`src/sv/stt_pkg.sv`:
```
// Shared types, codes and character classes for the score text tokenizer.
package stt_pkg;

  localparam int unsigned KindW = 5;
  localparam int unsigned ErrW  = 3;
  localparam int unsigned LineW = 16;
  localparam int unsigned LenW  = 12;

  localparam logic [LineW-1:0] LineMax = '1;
  localparam logic [LenW-1:0]  LenMax  = '1;

  typedef enum logic [22:0] {
    M_IDLE      = 23'd1 << 0,
    M_BLANK     = 23'd1 << 1,
    M_SLASH     = 23'd1 << 2,
    M_BC        = 23'd1 << 3,
    M_BC_STAR   = 23'd1 << 4,
    M_PCT       = 23'd1 << 5,
    M_PB        = 23'd1 << 6,
    M_PB_PCT    = 23'd1 << 7,
    M_LINE      = 23'd1 << 8,
    M_COLON     = 23'd1 << 9,
    M_COLON_BAR = 23'd1 << 10,
    M_BANG      = 23'd1 << 11,
    M_BAR       = 23'd1 << 12,
    M_SQ        = 23'd1 << 13,
    M_SQ_ESC    = 23'd1 << 14,
    M_DQ        = 23'd1 << 15,
    M_DQ_ESC    = 23'd1 << 16,
    M_IDENT     = 23'd1 << 17,
    M_INT       = 23'd1 << 18,
    M_DOT       = 23'd1 << 19,
    M_FRAC      = 23'd1 << 20,
    M_EXP       = 23'd1 << 21,
    M_EXPD      = 23'd1 << 22
  } mode_t;

  // token kinds
  localparam logic [KindW-1:0] TK_BLANK   = 5'd0;
  localparam logic [KindW-1:0] TK_NL      = 5'd1;
  localparam logic [KindW-1:0] TK_BCMT    = 5'd2;
  localparam logic [KindW-1:0] TK_LCMT    = 5'd3;
  localparam logic [KindW-1:0] TK_SLASH   = 5'd4;
  localparam logic [KindW-1:0] TK_EQ      = 5'd5;
  localparam logic [KindW-1:0] TK_COMMA   = 5'd6;
  localparam logic [KindW-1:0] TK_COLON   = 5'd7;
  localparam logic [KindW-1:0] TK_REPEAT  = 5'd8;
  localparam logic [KindW-1:0] TK_SEMI    = 5'd9;
  localparam logic [KindW-1:0] TK_PLUS    = 5'd10;
  localparam logic [KindW-1:0] TK_MINUS   = 5'd11;
  localparam logic [KindW-1:0] TK_STAR    = 5'd12;
  localparam logic [KindW-1:0] TK_BANG2   = 5'd13;
  localparam logic [KindW-1:0] TK_QUEST   = 5'd14;
  localparam logic [KindW-1:0] TK_LPAR    = 5'd15;
  localparam logic [KindW-1:0] TK_RPAR    = 5'd16;
  localparam logic [KindW-1:0] TK_LBRACE  = 5'd17;
  localparam logic [KindW-1:0] TK_RBRACE  = 5'd18;
  localparam logic [KindW-1:0] TK_DOT     = 5'd19;
  localparam logic [KindW-1:0] TK_BAR     = 5'd20;
  localparam logic [KindW-1:0] TK_BAR2    = 5'd21;
  localparam logic [KindW-1:0] TK_INT     = 5'd22;
  localparam logic [KindW-1:0] TK_DEC     = 5'd23;
  localparam logic [KindW-1:0] TK_SQSTR   = 5'd24;
  localparam logic [KindW-1:0] TK_DQSTR   = 5'd25;
  localparam logic [KindW-1:0] TK_IDENT   = 5'd26;
  localparam logic [KindW-1:0] TK_ILLEGAL = 5'd27;

  // error codes
  localparam logic [ErrW-1:0] ER_NONE    = 3'd0;
  localparam logic [ErrW-1:0] ER_ILLEGAL = 3'd1;
  localparam logic [ErrW-1:0] ER_REPEAT  = 3'd2;
  localparam logic [ErrW-1:0] ER_FRAC    = 3'd3;
  localparam logic [ErrW-1:0] ER_EXP     = 3'd4;
  localparam logic [ErrW-1:0] ER_ESCAPE  = 3'd5;
  localparam logic [ErrW-1:0] ER_UNTERM  = 3'd6;

  // characters
  localparam logic [7:0] CH_TAB    = 8'h09;
  localparam logic [7:0] CH_NL     = 8'h0A;
  localparam logic [7:0] CH_CR     = 8'h0D;
  localparam logic [7:0] CH_SP     = 8'h20;
  localparam logic [7:0] CH_BANG   = 8'h21;
  localparam logic [7:0] CH_DQUOTE = 8'h22;
  localparam logic [7:0] CH_PCT    = 8'h25;
  localparam logic [7:0] CH_SQUOTE = 8'h27;
  localparam logic [7:0] CH_LPAR   = 8'h28;
  localparam logic [7:0] CH_RPAR   = 8'h29;
  localparam logic [7:0] CH_STAR   = 8'h2A;
  localparam logic [7:0] CH_PLUS   = 8'h2B;
  localparam logic [7:0] CH_COMMA  = 8'h2C;
  localparam logic [7:0] CH_MINUS  = 8'h2D;
  localparam logic [7:0] CH_DOT    = 8'h2E;
  localparam logic [7:0] CH_SLASH  = 8'h2F;
  localparam logic [7:0] CH_COLON  = 8'h3A;
  localparam logic [7:0] CH_SEMI   = 8'h3B;
  localparam logic [7:0] CH_EQ     = 8'h3D;
  localparam logic [7:0] CH_QUEST  = 8'h3F;
  localparam logic [7:0] CH_UPE    = 8'h45;
  localparam logic [7:0] CH_BSLASH = 8'h5C;
  localparam logic [7:0] CH_UNDER  = 8'h5F;
  localparam logic [7:0] CH_LOE    = 8'h65;
  localparam logic [7:0] CH_LON    = 8'h6E;
  localparam logic [7:0] CH_LOT    = 8'h74;
  localparam logic [7:0] CH_LBRACE = 8'h7B;
  localparam logic [7:0] CH_BAR    = 8'h7C;
  localparam logic [7:0] CH_RBRACE = 8'h7D;

  typedef struct packed {
    logic [LenW-1:0]  len;
    logic [LineW-1:0] line;
    logic [ErrW-1:0]  err;
    logic [KindW-1:0] kind;
    logic             last;
  } res_t;

  function automatic logic is_digit(input logic [7:0] c);
    return c inside {[8'h30:8'h39]};
  endfunction

  function automatic logic is_alpha(input logic [7:0] c);
    return c inside {[8'h41:8'h5A], [8'h61:8'h7A]};
  endfunction

  function automatic logic is_blank(input logic [7:0] c);
    return c inside {CH_SP, CH_TAB, CH_CR};
  endfunction

  function automatic logic is_exp(input logic [7:0] c);
    return c inside {CH_LOE, CH_UPE};
  endfunction

  function automatic logic [LenW-1:0] len_inc(input logic [LenW-1:0] l);
    return (l == LenMax) ? l : LenW'(l + 1'b1);
  endfunction

endpackage

```
`src/sv/score_text_tokenizer.sv`:
```
// Score text tokenizer: one character in per transfer, tokens out through a result queue.
//
// Input stream: in_tdata carries one source byte, in_tlast marks the final byte of
// the text; the pending token is flushed on it and the lexer returns to idle.
// Output stream: one token per transfer; out_tlast is set on the last token caused
// by one input byte (a byte causes zero, one or two tokens).
// The lexer state (mode, line, token length, pending error) is updated in the
// cycle the byte is taken; its tokens are written to a four-entry result queue
// and show on out_tvalid from the next cycle on.
// Throughput: one byte per cycle while the queue has room for two tokens
// (in_tready is driven from the queue fill only). A byte that causes two tokens
// always leaves the lexer idle, so the next byte causes at most one; with the
// receiver always ready the queue never holds more than two tokens and the input
// takes one byte every cycle.
// Reset: lexer idle, line counter 1, queue empty.
// A stalled receiver holds the head token; the queue fills and in_tready drops
// until two places are free again.
module score_text_tokenizer (
  input  logic        clk,
  input  logic        rst_n,
  input  logic        in_tvalid,
  output logic        in_tready,
  input  logic [7:0]  in_tdata,   // [7:0] char_code
  input  logic        in_tlast,   // end_of_input
  output logic        out_tvalid,
  input  logic        out_tready,
  output logic [39:0] out_tdata,  // [4:0] token_kind, [7:5] error_kind,
                                  // [23:8] line_number, [35:24] token_length
  output logic        out_tlast   // last_of_run
);
  import stt_pkg::*;

  mode_t            mode_r, mode_nxt;
  logic [LineW-1:0] line_r, line_nxt;
  logic [LenW-1:0]  len_r, len_nxt;
  logic [ErrW-1:0]  err_r, err_nxt;

  res_t             q_r [4];
  logic [1:0]       rd_ptr_r, wr_ptr_r;
  logic [2:0]       count_r, count_nxt;

  logic [7:0]       c;
  logic             acc, pop;
  logic [LenW-1:0]  inc;

  mode_t            fm;
  logic [LenW-1:0]  fl;
  logic [ErrW-1:0]  fe;
  logic             bump, do_start;
  logic             f_emit, s_emit, x_emit;
  logic [KindW-1:0] f_kind, s_kind, x_kind;
  logic [ErrW-1:0]  f_err, s_err, x_err;
  logic [LenW-1:0]  f_len;
  logic [LineW-1:0] line_b;
  res_t             rf, rs, rx, r0, r1;
  logic             n1, n2;

  assign c   = in_tdata;
  assign acc = in_tvalid && in_tready;
  assign pop = out_tvalid && out_tready;
  assign inc = len_inc(len_r);

  // feed the byte to the current mode
  always_comb begin
    fm       = mode_r;
    fl       = len_r;
    fe       = err_r;
    bump     = 1'b0;
    do_start = 1'b0;
    f_emit   = 1'b0;
    f_kind   = TK_BLANK;
    f_err    = ER_NONE;
    f_len    = len_r;
    s_emit   = 1'b0;
    s_kind   = TK_BLANK;
    s_err    = ER_NONE;
    case (mode_r)
      M_BLANK: begin
        if (is_blank(c)) fl = inc;
        else begin f_emit = 1'b1; f_kind = TK_BLANK; do_start = 1'b1; end
      end
      M_SLASH: begin
        if (c == CH_STAR) begin fl = inc; fm = M_BC; end
        else begin f_emit = 1'b1; f_kind = TK_SLASH; do_start = 1'b1; end
      end
      M_BC: begin
        fl = inc;
        if (c == CH_NL) bump = 1'b1;
        else if (c == CH_STAR) fm = M_BC_STAR;
      end
      M_BC_STAR: begin
        fl = inc;
        if (c == CH_SLASH) begin f_emit = 1'b1; f_kind = TK_BCMT; f_len = inc; end
        else if (c != CH_STAR) begin bump = (c == CH_NL); fm = M_BC; end
      end
      M_PCT: begin
        if (c == CH_LBRACE) begin fl = inc; fm = M_PB; end
        else if (c == CH_NL) begin f_emit = 1'b1; f_kind = TK_LCMT; do_start = 1'b1; end
        else begin fl = inc; fm = M_LINE; end
      end
      M_PB: begin
        fl = inc;
        if (c == CH_NL) bump = 1'b1;
        else if (c == CH_PCT) fm = M_PB_PCT;
      end
      M_PB_PCT: begin
        fl = inc;
        if (c == CH_RBRACE) begin f_emit = 1'b1; f_kind = TK_BCMT; f_len = inc; end
        else if (c != CH_PCT) begin bump = (c == CH_NL); fm = M_PB; end
      end
      M_LINE: begin
        if (c == CH_NL) begin f_emit = 1'b1; f_kind = TK_LCMT; do_start = 1'b1; end
        else fl = inc;
      end
      M_COLON: begin
        if (c == CH_BAR) begin fl = inc; fm = M_COLON_BAR; end
        else begin f_emit = 1'b1; f_kind = TK_COLON; do_start = 1'b1; end
      end
      M_COLON_BAR: begin
        f_emit = 1'b1;
        if (c == CH_BAR) begin f_kind = TK_REPEAT; f_len = inc; end
        else begin f_kind = TK_ILLEGAL; f_err = ER_REPEAT; do_start = 1'b1; end
      end
      M_BANG: begin
        f_emit = 1'b1;
        if (c == CH_BANG) begin f_kind = TK_BANG2; f_len = inc; end
        else begin f_kind = TK_ILLEGAL; f_err = ER_ILLEGAL; do_start = 1'b1; end
      end
      M_BAR: begin
        f_emit = 1'b1;
        if (c == CH_BAR) begin f_kind = TK_BAR2; f_len = inc; end
        else begin f_kind = TK_BAR; do_start = 1'b1; end
      end
      M_SQ, M_DQ: begin
        fl = inc;
        if ((mode_r == M_SQ && c == CH_SQUOTE) || (mode_r == M_DQ && c == CH_DQUOTE)) begin
          f_emit = 1'b1;
          f_kind = (mode_r == M_SQ) ? TK_SQSTR : TK_DQSTR;
          f_err  = err_r;
          f_len  = inc;
        end else if (c == CH_BSLASH) fm = (mode_r == M_SQ) ? M_SQ_ESC : M_DQ_ESC;
        else if (c == CH_NL) bump = 1'b1;
      end
      M_SQ_ESC, M_DQ_ESC: begin
        fl = inc;
        fm = (mode_r == M_SQ_ESC) ? M_SQ : M_DQ;
        if (!(c inside {CH_DQUOTE, CH_BSLASH, CH_LON, CH_LOT})) begin
          // bad escape: flag it and treat the byte as a string byte
          fe = ER_ESCAPE;
          if ((mode_r == M_SQ_ESC && c == CH_SQUOTE) ||
              (mode_r == M_DQ_ESC && c == CH_DQUOTE)) begin
            f_emit = 1'b1;
            f_kind = (mode_r == M_SQ_ESC) ? TK_SQSTR : TK_DQSTR;
            f_err  = ER_ESCAPE;
            f_len  = inc;
          end else if (c == CH_BSLASH) fm = mode_r;
          else if (c == CH_NL) bump = 1'b1;
        end
      end
      M_IDENT: begin
        if (is_alpha(c) || is_digit(c) || c == CH_UNDER) fl = inc;
        else begin f_emit = 1'b1; f_kind = TK_IDENT; do_start = 1'b1; end
      end
      M_INT: begin
        if (is_digit(c)) fl = inc;
        else if (c == CH_DOT) begin fl = inc; fm = M_DOT; end
        else if (is_exp(c)) begin fl = inc; fm = M_EXP; end
        else begin f_emit = 1'b1; f_kind = TK_INT; do_start = 1'b1; end
      end
      M_DOT: begin
        if (is_digit(c)) begin fl = inc; fm = M_FRAC; end
        else begin f_emit = 1'b1; f_kind = TK_DEC; f_err = ER_FRAC; do_start = 1'b1; end
      end
      M_FRAC: begin
        if (is_digit(c)) fl = inc;
        else if (is_exp(c)) begin fl = inc; fm = M_EXP; end
        else begin f_emit = 1'b1; f_kind = TK_DEC; do_start = 1'b1; end
      end
      M_EXP: begin
        if (is_digit(c)) begin fl = inc; fm = M_EXPD; end
        else begin f_emit = 1'b1; f_kind = TK_DEC; f_err = ER_EXP; do_start = 1'b1; end
      end
      M_EXPD: begin
        if (is_digit(c)) fl = inc;
        else begin f_emit = 1'b1; f_kind = TK_DEC; do_start = 1'b1; end
      end
      default: do_start = 1'b1;
    endcase

    if (f_emit) begin
      fm = M_IDLE;
      fl = '0;
      fe = ER_NONE;
    end

    // the byte opens a new token
    if (do_start) begin
      fl = LenW'(1);
      fe = ER_NONE;
      fm = M_IDLE;
      s_emit = 1'b1;
      if (is_blank(c)) begin
        s_emit = 1'b0;
        fm = M_BLANK;
      end else begin
        case (c)
          CH_NL:     begin s_kind = TK_NL; bump = 1'b1; end
          CH_SLASH:  begin s_emit = 1'b0; fm = M_SLASH; end
          CH_PCT:    begin s_emit = 1'b0; fm = M_PCT; end
          CH_COLON:  begin s_emit = 1'b0; fm = M_COLON; end
          CH_BANG:   begin s_emit = 1'b0; fm = M_BANG; end
          CH_BAR:    begin s_emit = 1'b0; fm = M_BAR; end
          CH_SQUOTE: begin s_emit = 1'b0; fm = M_SQ; end
          CH_DQUOTE: begin s_emit = 1'b0; fm = M_DQ; end
          CH_EQ:     s_kind = TK_EQ;
          CH_COMMA:  s_kind = TK_COMMA;
          CH_SEMI:   s_kind = TK_SEMI;
          CH_PLUS:   s_kind = TK_PLUS;
          CH_MINUS:  s_kind = TK_MINUS;
          CH_STAR:   s_kind = TK_STAR;
          CH_QUEST:  s_kind = TK_QUEST;
          CH_LPAR:   s_kind = TK_LPAR;
          CH_RPAR:   s_kind = TK_RPAR;
          CH_LBRACE: s_kind = TK_LBRACE;
          CH_RBRACE: s_kind = TK_RBRACE;
          CH_DOT:    s_kind = TK_DOT;
          default: begin
            if (is_alpha(c)) begin s_emit = 1'b0; fm = M_IDENT; end
            else if (is_digit(c)) begin s_emit = 1'b0; fm = M_INT; end
            else begin s_kind = TK_ILLEGAL; s_err = ER_ILLEGAL; end
          end
        endcase
      end
      if (s_emit) fl = '0;
    end
  end

  assign line_b = (bump && line_r != LineMax) ? LineW'(line_r + 1'b1) : line_r;

  // end-of-input flush of what the byte left pending
  always_comb begin
    x_emit = in_tlast;
    x_kind = TK_BLANK;
    x_err  = ER_NONE;
    case (fm)
      M_BLANK:     x_kind = TK_BLANK;
      M_SLASH:     x_kind = TK_SLASH;
      M_BC, M_BC_STAR, M_PB, M_PB_PCT: begin x_kind = TK_BCMT; x_err = ER_UNTERM; end
      M_PCT, M_LINE: x_kind = TK_LCMT;
      M_COLON:     x_kind = TK_COLON;
      M_COLON_BAR: begin x_kind = TK_ILLEGAL; x_err = ER_REPEAT; end
      M_BANG:      begin x_kind = TK_ILLEGAL; x_err = ER_ILLEGAL; end
      M_BAR:       x_kind = TK_BAR;
      M_SQ, M_SQ_ESC: begin x_kind = TK_SQSTR; x_err = ER_UNTERM; end
      M_DQ, M_DQ_ESC: begin x_kind = TK_DQSTR; x_err = ER_UNTERM; end
      M_IDENT:     x_kind = TK_IDENT;
      M_INT:       x_kind = TK_INT;
      M_DOT:       begin x_kind = TK_DEC; x_err = ER_FRAC; end
      M_FRAC, M_EXPD: x_kind = TK_DEC;
      M_EXP:       begin x_kind = TK_DEC; x_err = ER_EXP; end
      default:     x_emit = 1'b0;
    endcase
  end

  always_comb begin
    rf = '{len: f_len, line: line_r, err: f_err, kind: f_kind, last: 1'b0};
    rs = '{len: LenW'(1), line: line_r, err: s_err, kind: s_kind, last: 1'b0};
    rx = '{len: fl, line: line_b, err: x_err, kind: x_kind, last: 1'b0};
    n1 = f_emit || s_emit || x_emit;
    n2 = (f_emit && (s_emit || x_emit)) || (s_emit && x_emit);
    r0 = f_emit ? rf : (s_emit ? rs : rx);
    r1 = (f_emit && s_emit) ? rs : rx;
    r0.last = !n2;
    r1.last = 1'b1;
  end

  always_comb begin
    mode_nxt = mode_r;
    len_nxt  = len_r;
    err_nxt  = err_r;
    line_nxt = line_r;
    if (acc) begin
      line_nxt = line_b;
      mode_nxt = in_tlast ? M_IDLE : fm;
      len_nxt  = in_tlast ? '0 : fl;
      err_nxt  = in_tlast ? ER_NONE : fe;
    end
  end

  always_comb begin
    count_nxt = count_r;
    if (acc) count_nxt = 3'(count_nxt + {1'b0, n2, n1 && !n2});
    if (pop) count_nxt = 3'(count_nxt - 1'b1);
  end

  always_ff @(posedge clk) begin
    if (!rst_n) begin
      mode_r   <= M_IDLE;
      line_r   <= LineW'(1);
      len_r    <= '0;
      err_r    <= ER_NONE;
      rd_ptr_r <= '0;
      wr_ptr_r <= '0;
      count_r  <= '0;
    end else begin
      mode_r  <= mode_nxt;
      line_r  <= line_nxt;
      len_r   <= len_nxt;
      err_r   <= err_nxt;
      count_r <= count_nxt;
      if (pop) rd_ptr_r <= 2'(rd_ptr_r + 1'b1);
      if (acc && n1) wr_ptr_r <= 2'(wr_ptr_r + {n2, !n2});
    end
  end

  always_ff @(posedge clk) begin
    if (acc && n1) q_r[wr_ptr_r] <= r0;
    if (acc && n2) q_r[2'(wr_ptr_r + 1'b1)] <= r1;
  end

  assign in_tready  = (count_r <= 3'd2);
  assign out_tvalid = (count_r != 3'd0);
  assign out_tdata  = {4'b0, q_r[rd_ptr_r].len, q_r[rd_ptr_r].line,
                       q_r[rd_ptr_r].err, q_r[rd_ptr_r].kind};
  assign out_tlast  = q_r[rd_ptr_r].last;

endmodule

```
`config.mk`:
```
export PLATFORM = sky130hd
export DESIGN_NAME = score_text_tokenizer
export DESIGN_NICKNAME = d
export VERILOG_FILES = /design/src/sv/stt_pkg.sv /design/src/sv/score_text_tokenizer.sv
export SDC_FILE = /design/constraint.sdc
export NUM_CORES = 1
export LEC_CHECK = 0
export CAP_MARGIN = 20
export CELL_PAD_IN_SITES_DETAIL_PLACEMENT = 0
export CELL_PAD_IN_SITES_GLOBAL_PLACEMENT = 1
export CORE_UTILIZATION = 23
export CTS_BUF_LIST = sky130_fd_sc_hd__clkbuf_2
export DETAILED_ROUTE_END_ITERATION = 6
export DONT_BUFFER_PORTS = 1
export GPL_TIMING_DRIVEN = 0
export PLACE_DENSITY_LB_ADDON = 0.08
export SYNTH_ARGS = -nofsm -noshare
export SYNTH_HDL_FRONTEND = slang
export SYNTH_SLANG_ARGS = --single-unit
```
`constraint.sdc`:
```
create_clock -name clk -period 13.1 [get_ports clk]
set_clock_uncertainty 0.1 [all_clocks]
set_input_delay 1.965 -clock clk [delete_from_list [all_inputs] [get_ports clk]]
set_output_delay 1.965 -clock clk [all_outputs]
set_load 0.005 [all_outputs]
```
# Yosys cells after proc, flatten, opt, wreduce, memory -nomap -nowiden
# Memory sizes are Yosys's and may differ from the RTL's. A register that Yosys moved wholly into a read port is not among the register bits.
# Index checks and enable logic that the tools add are counted.
word_totals:
  register_bits: 61
  ram_bits: 148
  inputBits: 13
  output_inout_bits: 43
  elab_cells: 304
  memories: 1
memory_table:
  columns: ["name", "words", "word_bits", "read_ports", "rd_ports_with_merged_regs", "write_ports", "line_no", "text"]
  rows:
  - ["q_r", 4, 37, 1, 1, 2, "score_text_tokenizer.sv:38", "res_t q_r [4];"]
classes:
  addsub: 7
  magnitude_cmp: 7
  n_eq_ne: 78
  mux: 153
  reduce_logical: 51
op_table:
  columns: ["operator", "n"]
  rows:
  - ["23-bit 2-to-1 mux", 26]
  - ["23-bit one-hot mux with 13 select lines", 1]
  - ["12-bit 2-to-1 mux", 21]
  - ["19-bit one-hot mux with 8 select lines", 1]
  - ["8-bit by 6-bit equality test with 1-bit output, second input constant", 17]
  - ["12-bit one-hot mux with 10 select lines", 1]
  - ["37-bit 2-to-1 mux", 3]
  - ["5-bit 2-to-1 mux", 16]
  - ["5-bit one-hot mux with 15 select lines", 1]
  - ["8-bit by 7-bit equality test with 1-bit output, second input constant", 9]
  - ["12-bit one-hot mux with 6 select lines", 1]
  - ["5-bit one-hot mux with 14 select lines", 1]
  - ["19-bit 2-to-1 mux", 3]
  - ["5-bit one-hot mux with 11 select lines", 1]
  - ["1-bit 2-to-1 mux", 47]
  - ["23-bit by 10-bit equality test with 1-bit output, second input constant", 2]
  - ["23-bit by 11-bit equality test with 1-bit output, second input constant", 2]
  - ["23-bit by 12-bit equality test with 1-bit output, second input constant", 2]
  - ["23-bit by 13-bit equality test with 1-bit output, second input constant", 2]
  - ["23-bit by 14-bit equality test with 1-bit output, second input constant", 2]
  - ["23-bit by 15-bit equality test with 1-bit output, second input constant", 2]
  - ["23-bit by 16-bit equality test with 1-bit output, second input constant", 2]
  - ["23-bit by 17-bit equality test with 1-bit output, second input constant", 2]
  - ["23-bit by 18-bit equality test with 1-bit output, second input constant", 2]
  - ["other kinds (54)", 129]

# Depth between registers and ports, before layout
# Gate-level depths: netlist (run 1).
depth:
  ltp_word: 21
  depth_mapped: 20
  ltp_nobuf: 15

# Worst setup path after synthesis (run 1)
# Ideal clock, no wire load.
synth_path:
  path_type: "input to register"
  start: "input port in_tdata[5]"
  end: "register count_r[2]"
  setup_time_ns: 0.115
  arrival_time_ns: 5.773
  required_time_ns: 12.885
  path_slack_ns: 7.112
  stages: 17
  path_buffers: 2
  path_cell_list: "buf_2 > or4b_2 > a21oi_2 > nor4b_1 > nor4b_4 > nand4_1 > nand2b_1 > buf_2 > nor2_1 > nor2_1 > ha_1 > fa_1 > mux2i_1 > ha_1 > nand2_1 > xor2_1 > and2_1"
synth_via:
  elab_chain_len: 21
  elab_cells_between_ends: 144
  classes_between: "add/sub: 2; order compare: 6; eq/ne: 53; mux: 57; reduce/logical: 26"
synth_lines:
  columns: ["element", "line_no", "text"]
  rows:
  - ["start, declared", "score_text_tokenizer.sv:23", "input logic [7:0] in_tdata,"]
  - ["8-bit by 7-bit >= comparator with 1-bit output or 8-bit by 7-bit less-or-equal comparator with 1-bit output (tied branches)", "stt_pkg.sv:121", "return c inside {[8'h41:8'h5A], [8'h61:8'h7A]};"]
  - ["1-bit logical AND", "stt_pkg.sv:121", null]
  - ["2-bit nonzero test", "stt_pkg.sv:121", null]
  - ["1-bit logical OR (2 in series)", "score_text_tokenizer.sv:161", "if (is_alpha(c) || is_digit(c) || c == CH_UNDER) fl = inc;"]
  - ["1-bit 2-to-1 mux", "score_text_tokenizer.sv:161", null]
  - ["1-bit one-hot mux with 14 select lines", "score_text_tokenizer.sv:77", "case (mode_r)"]
  - ["23-bit 2-to-1 mux", "score_text_tokenizer.sv:190", "if (f_emit) begin"]
  - ["23-bit 2-to-1 mux", "score_text_tokenizer.sv:197", "if (do_start) begin"]
  - ["[4 not listed]", null, null]
  - ["1-bit logical AND", "score_text_tokenizer.sv:270", "n2 = (f_emit && (s_emit || x_emit)) || (s_emit && x_emit);"]
  - ["1-bit logical OR", "score_text_tokenizer.sv:270", null]
  - ["1-bit zero test", "score_text_tokenizer.sv:292", "if (acc) count_nxt = 3'(count_nxt + {1'b0, n2, n1 && !n2});"]
  - ["1-bit logical AND", "score_text_tokenizer.sv:292", null]
  - ["3-bit by 2-bit adder with 3-bit output (*)", "score_text_tokenizer.sv:292", null]
  - ["3-bit 2-to-1 mux (*)", "score_text_tokenizer.sv:292", null]
  - ["3-bit by 1-bit subtractor with 3-bit output", "score_text_tokenizer.sv:293", "if (pop) count_nxt = 3'(count_nxt - 1'b1);"]
  - ["3-bit 2-to-1 mux (*)", "score_text_tokenizer.sv:293", null]
  - ["end signal, assigned", "score_text_tokenizer.sv:310", "count_r <= count_nxt;"]
  - ["end, declared", "score_text_tokenizer.sv:40", "logic [2:0] count_r, count_nxt;"]
# Every way passes the cells marked *; elsewhere a longest branch is shown, timed or not. The select of a mux whose other input is x is not followed.
# A chain may end at the register's enable or synchronous reset.

# Worst setup path after layout (run 1)
# Same ends and word-level chain as after synthesis.

==> metrics.txt, run 1 <==
CTS tree done; crit path DAT about 7.2 ns; Post-Synthesis Cells 1611; PostCTS Resize Cnt 0; VDD IR max between 0.06 and 0.07 mV; Synth Area in Simple Gates 0.267; CTS root buffer clkbuf_2; Worst-Skew Late Latency roughly 0.99 ns; power density over the cells between 100 and 150 nW/um^2; Post-CTS Hold Buffers 0; Hold Crit Class register to register; fill cell total of the finished layout just under 7000; DR iter-0 viols 1277; CP endpoint kind register; DRT antenna net count 0; RSZ-0062 raised after global routing false; drt pass-1 iters 5; H-tree levels 3; Mapped Avg Cell Area roughly 9.0 sq um; row count just over 90; vias post-DR about 14000; Cell variety after synth 110; main combinational cell family by area after synthesis simple AND/OR/NAND/NOR gates; initial antenna violation count 3; multi-input logic area a little over 8000 sq um; crit start category primary input; layout cells sized above 1 0.164; number of global-route vias before repair about 14000; Layout area overhead 13.7%; Seq/Total Area, Yosys 0.389; Worst Tran Pin Value roughly 1.1 ns; Total Die Area roughly 64000 sq um; async set-reset flop share out of synthesis 0; Max Slew Vio Count 0; DIE HEIGHT roughly 250 um; clk sinks about 210; drt total wl around 70000 um; min cycle time layout around 6.5 ns; CP Class primary input to register; Final GP Congestion 0.925; remaining global-route overflow 0; IO Port Bufs 0; Mapped Area between 10000 and 15000 sq um; post-synthesis mux area share 0.0659; Tcrit/Tclk final 0.495; final setup vio count 0; Initial Utilization 0.234; Leakage roughly 5.7 nW; overall fraction of global-route tracks in use 0.217; fmax between 150 and 200 MHz; relative slew slack 0.274; fin nets 1723; hpwl dp around 52000 um; #FFs+latches synth roughly 210; Most used DFF post-synth edfxtp_1; first-pass GRT wire length 99600 um; largest net degree at the start of global routing 26; post-synthesis xor/xnor area fraction 0.0206; core area around 62000 sq um; CP Max Fanout 10; CTS buffer count between 60 and 70; IO Pins 56; Yosys warnings 0; WHS between 0.3 and 0.4 ns; Post-synth EDFFs 144; Post-route DRC 0; Reg2Reg Setup Slack between 7 and 8 ns; Synth Area in Compound Gates 0.205; max_cap viols 0; Total Power between 1.5 and 2 mW; Fin Setup TNS 0 ns; drt via density ~5.3; Setup Fix Bufs, Post-CTS 0; clk slew on worst S/H paths about 0.1 ns; Reg area between 5000 and 6000 sq um; post-synthesis adder-cell area fraction 0.00570; CTS Buffer Depth 3; die width 253 um; status completed; CP Data Required Time between 10 and 15 ns; drt wl/cell between 20 and 30 um; final hold viol count 0
[synthesized netlist by cell type, drive strengths merged, types with 17 or more instances]
master	n	area share
nand2	199	0.052
nor2	158	0.042
edfxtp	144	0.30
o21ai	114	0.040
a21oi	80	0.030
clkbuf	65	0.017
dfxtp	65	0.090
buf	61	0.023
nor3	58	0.021
nand3	51	0.018
and2	41	0.018
mux4	37	0.058
nand4	35	0.016
nor4	31	0.018
and3	27	0.012
o22ai	27	0.012
inv	25	0.0065
a21boi	21	0.012
nor2b	20	0.0086
xor2	19	0.011
o21a	18	0.0093
or4	18	0.0099
nor4b	17	0.012
o211ai	17	0.0088
o31ai	17	0.0098
or3	17	0.0073
[layout make-up]
| cell class | instances | area share |
|---|---|---|
| clock buffers | 97 | 0.0295 |
| well taps | 837 | 0.0636 |
| inverters | 25 | 0.00570 |
| clock inverters | 22 | 0.0122 |
| diodes | 4 | 0.000608 |
| multi-input cells | 1254 | 0.499 |
| plain buffers | 126 | 0.0354 |
| flip-flops and latches | 209 | 0.342 |
| repair buffers | 20 | 0.0127 |
[cell usage in the layout (no fill, tap or decap), types with 20 or more instances in the layout]
cell type | Yosys | final
nand2_1 | 197 | 194
nor2_1 | 156 | 156
edfxtp_1 | 144 | 144
clkbuf_2 | 1 | 100
o21ai_0 | 92 | 92
a21oi_1 | 76 | 76
dfxtp_1 | 65 | 65
clkbuf_1 | 64 | 64
nor3_1 | 54 | 54
nand3_1 | 50 | 50
buf_2 | 39 | 44
and2_1 | 40 | 40
mux4_2 | 37 | 37
nand4_1 | 34 | 34
and3_1 | 27 | 27
o22ai_1 | 26 | 26
inv_1 | 24 | 24
nor4_1 | 25 | 24
nor2b_1 | 20 | 20
[per-layer routing]
layer | vias up | part of all wire | GRT usage
met3 | 124 | 0.049 | 0.0352
li1 | 6348 | - | -
met2 | 483 | 0.45 | 0.337
met1 | 6858 | 0.47 | 0.300
met4 | 0 | 0.032 | 0.0793
met5 | - | 0 | 0
[per-stage QoR]
step / cells / cell area [sq um] / utilization / setup slack, ns
2_1_floorplan: 1614 / 14500 / - / 7.11
3_3_place_gp: 2451 / 15500 / 0.251 / 3.51
3_5_place_dp: 2464 / 15700 / 0.253 / 5.69
4_1_cts: 2583 / 16400 / 0.264 / 6.80
5_1_grt: 2594 / 16500 / 0.266 / 6.46
6_report: 2594 / 16500 / 0.266 / 6.61
[flip-flops by register name, indices dropped and copies added (netlist names), named ones only]
| register | count |
|---|---|
| q_r | 148 |
| wr_ptr_r | 2 |
| err_r | 1 |
| count_r | 3 |
| len_r | 12 |
| rd_ptr_r | 2 |
| line_r | 16 |
| mode_r | 23 |
[cells by family after synthesis]
logic type	Yosys count
compound gates	429
xor+xnor	34
fa+ha+maj	6
buf+inv	151
flops	209
mux	49
other cells	1
simple gates	732
[report_power, final]
group          switching (mW)  leakage, nW  internal (mW)
clock                   0.326        0.496          0.279
sequential             0.0214         1.92          0.772
combinational           0.353         3.29          0.189
total                   0.701         5.71           1.24
[worst max-delay path: stages]
cell and delay [ns]:
buf_2 0.18, or4b_2 0.61, a21oi_2 0.64, nor4b_1 0.27, nor4b_4 0.53, nand4_1 0.43, nand2b_1 0.28, buf_2 0.17
nor2_1 0.61, nor2_1 0.11, ha_1 0.22, fa_1 0.44, mux2i_1 0.21, ha_1 0.18, nand2_1 0.06, xor2_1 0.16
and2_1 0.15
[path summary, 6_finish.rpt]
path	start	endpoint	cells after the start
worst max-delay path	in_tdata[5]	count_r[2]	17
worst min-delay path	q_r[0][0]	q_r[0][0]	1
worst min register to register	q_r[0][0]	q_r[0][0]	1
worst max register to register	mode_r[19]	q_r[0][7]	11
No activity file was read; power rests on OpenSTA's default activity.
==> run 2: changes to the inputs <==
- ABC_AREA: not set -> 1
- clock period: 13.1 -> 5.4 ns (I/O delays scaled with it)
==> metrics.txt, run 2 <==
Total Die Area 65800 sq um; met1 GRT Util 0.288; final hold viol count 0; cell area after layout approximately 17000 sq um; layout cells sized above 1 0.117; GR peak layer met2; CTS root buffer clkbuf_2; Comb power frac 0.311; Total Power slightly below 5 mW; Worst-Skew Late Latency between 1 and 1.5 ns; Internal 2.81 mW; post-synthesis xor/xnor area fraction 0.0129; biggest regs q_r (148), mode_r (23), line_r (16); Layout area overhead 12.4%; post-synthesis adder-cell area fraction 0.00554; DP Worst Slack just under 0.2 ns; Crit path buffers/inverters 2; initial antenna violation count 3; sw power 2.06 mW; hpwl dp 53200 um; row count 92; CTS Buffer Depth 3; CTS buffer count around 70; largest net degree at the start of global routing 28; async set-reset flop share out of synthesis 0; Synth Area in Simple Gates 0.317; Max Slew Vio Count 0; CP endpoint kind register; relative slew slack 0.235; drt total wl 71000 um; clk sinks about 210; Leakage roughly 6.7 nW; post-synthesis mux area share 0.00134; grt met2 use 0.339; Cell variety after synth 55; DR iter-0 viols between 1000 and 1500; Hold Crit Class primary input to register; Post-route DRC 0; Top reg by flops q_r; Seq/Total Area, Yosys 0.378; CP Class register to register; max_cap viols 0; top cells by count, synth nand2_1 (486), nor2_1 (336), o21ai_0 (218); Most used DFF post-synth edfxtp_1; CP Data Required Time 6.22 ns; Synth Area in Compound Gates 0.198; core area 63500 sq um; fmax roughly 210 MHz; top-count cell post-synth nand2_1; Post-Synthesis Cells 2137; power density over the cells around 290 nW/um^2; Synth top area share 0.290; slowest stage delay, CP about 0.41 ns; status completed; #FFs+latches synth roughly 210; kind of cell adding the most delay to the critical path simple AND/OR/NAND/NOR gates; CTS tree done; area leader, netlist edfxtp_1; Final GP Congestion 0.873; clk slew on worst S/H paths 0.10 ns; Fin Setup TNS 0 ns; commonest non-fill, non-tap cell in the layout nand2_1; Reg2Reg Setup Slack around 0.62 ns; Mapped Avg Cell Area ~7 sq um; die width 256 um; placed inst area about 16000 sq um; final setup vio count 0; fin nets between 2000 and 2500; commonest non-fill, non-tap cells in the layout nand2_1 (482), nor2_1 (336), o21ai_0 (218), inv_1 (179), edfxtp_1 (144); remaining global-route overflow 0; number of global-route vias before repair roughly 15000; Sw Share 0.423; worst-path cell with the longest stage delay fa_1; H-tree levels 3; IO Port Bufs 0; clock network fraction of total power 0.284; Tcrit/Tclk final 0.885; min cycle time layout ~4.8 ns; Post-synth EDFFs ~140; drt wl/cell 22.8 um; vias post-DR approximately 15000; Initial Utilization 0.234; Worst Tran Pin Value between 1 and 1.5 ns; RSZ-0062 raised after global routing false; DIE HEIGHT between 200 and 300 um; overall fraction of global-route tracks in use 0.212; ranking of synthesized cells by area edfxtp_1 (29%), nand2_1 (12%), dfxtp_1 (8.7%); crit path DAT approximately 5.6 ns; CP Max Fanout 10; Mapped Area ~15000 sq um; WHS ~0.18 ns; crit start category register; Crit path top cell by count nand2_1; max reg flops around 150; drt pass-1 iters 6; DRT antenna net count 0; Reg power frac 0.406; VDD IR max 0.101 mV; M3 GR Usage 0.0377; Yosys warnings 0; IO Pins 56; setup ws final just over 0.6 ns; main combinational cell family by area after synthesis simple AND/OR/NAND/NOR gates; first-pass GRT wire length 102000 um; drt via density 4.95
## run 2: kinds of logic (layout without fill, tap and decap cells)
group	count (synthesis)	in the layout
other	1	7
muxes	2	2
xor gates and xnor gates	22	22
and+or+nand+nor	1081	1081
AOI/OAI and AO/OA	512	512
buffers and inverters	304	431
adders and majority gates	6	6
DFF	209	209
## run 2: layer usage
metal / share of wire / vias to the layer above
li1: - / 7419
met1: 0.46 / 7417
met2: 0.45 / 472
met3: 0.053 / 122
met4: 0.030 / 2
met5: 0.00018 / -
## run 2: power groups by stage
stage                     clock (mW)  sequential, mW  combinational, mW
final                           1.38            1.97               1.51
after global routing            1.53            1.99               1.67
after CTS                       1.46            1.97               1.55
after detailed placement           0            2.01               1.54
after global placement             0            2.02               1.51
after floorplan                    0            1.99              0.926
## run 2: worst paths after layout
kind                                  start          end  cells after the start
worst max-delay path              mode_r[2]   count_r[1]                     25
worst min register to register  rd_ptr_r[1]  rd_ptr_r[1]                      2
worst max register to register    mode_r[2]   count_r[1]                     25
worst min-delay path            in_tdata[7]    mode_r[5]                      5
## run 2: timing repair
item                                   CTS  global route
setup endpoints to repair                0             0
resized for setup                        0             0
endpoints found under the hold margin   14             0
hold buffers                             4             0
buffers inserted                         0             0
## run 2: final cells by class
type | count | area [sq um]
Antenna cell | 3 | 7.51
Buffer | 96 | 505
Clock buffer | 102 | 510
Clock inverter | 16 | 109
Fill cell | 7172 | 46800
Inverter | 208 | 793
Multi-Input combinational cell | 1627 | 7990
Sequential cell | 209 | 5630
Tap cell | 846 | 1060
Timing Repair Buffer | 9 | 139
## run 2: metrics by stage
step / std cells / util
6_report: 3116 / 0.263
5_1_grt: 3115 / 0.263
4_1_cts: 3113 / 0.263
3_5_place_dp: 2991 / 0.253
3_3_place_gp: 2986 / 0.251
2_1_floorplan: 2140 / -
## run 2: worst register-to-register path, cell delays in order, from the launching register on
cell and delay (ns):
dfxtp_1 0.38, nor2_1 0.19, nand2_2 0.17, nor2_4 0.17
buf_6 0.18, nand2_1 0.08, nor2_2 0.24, nand3_2 0.26
nand2_2 0.16, nor2_4 0.08, nand2_1 0.07, nor2_1 0.05
nand2_2 0.22, nand2_1 0.21, nand2_1 0.12, inv_2 0.05
nor2_4 0.13, nor2_4 0.07, nor2_1 0.34, ha_1 0.25
fa_1 0.41, mux2i_1 0.21, ha_1 0.27, nand2_1 0.06
nand2_1 0.04, a21oi_1 0.12
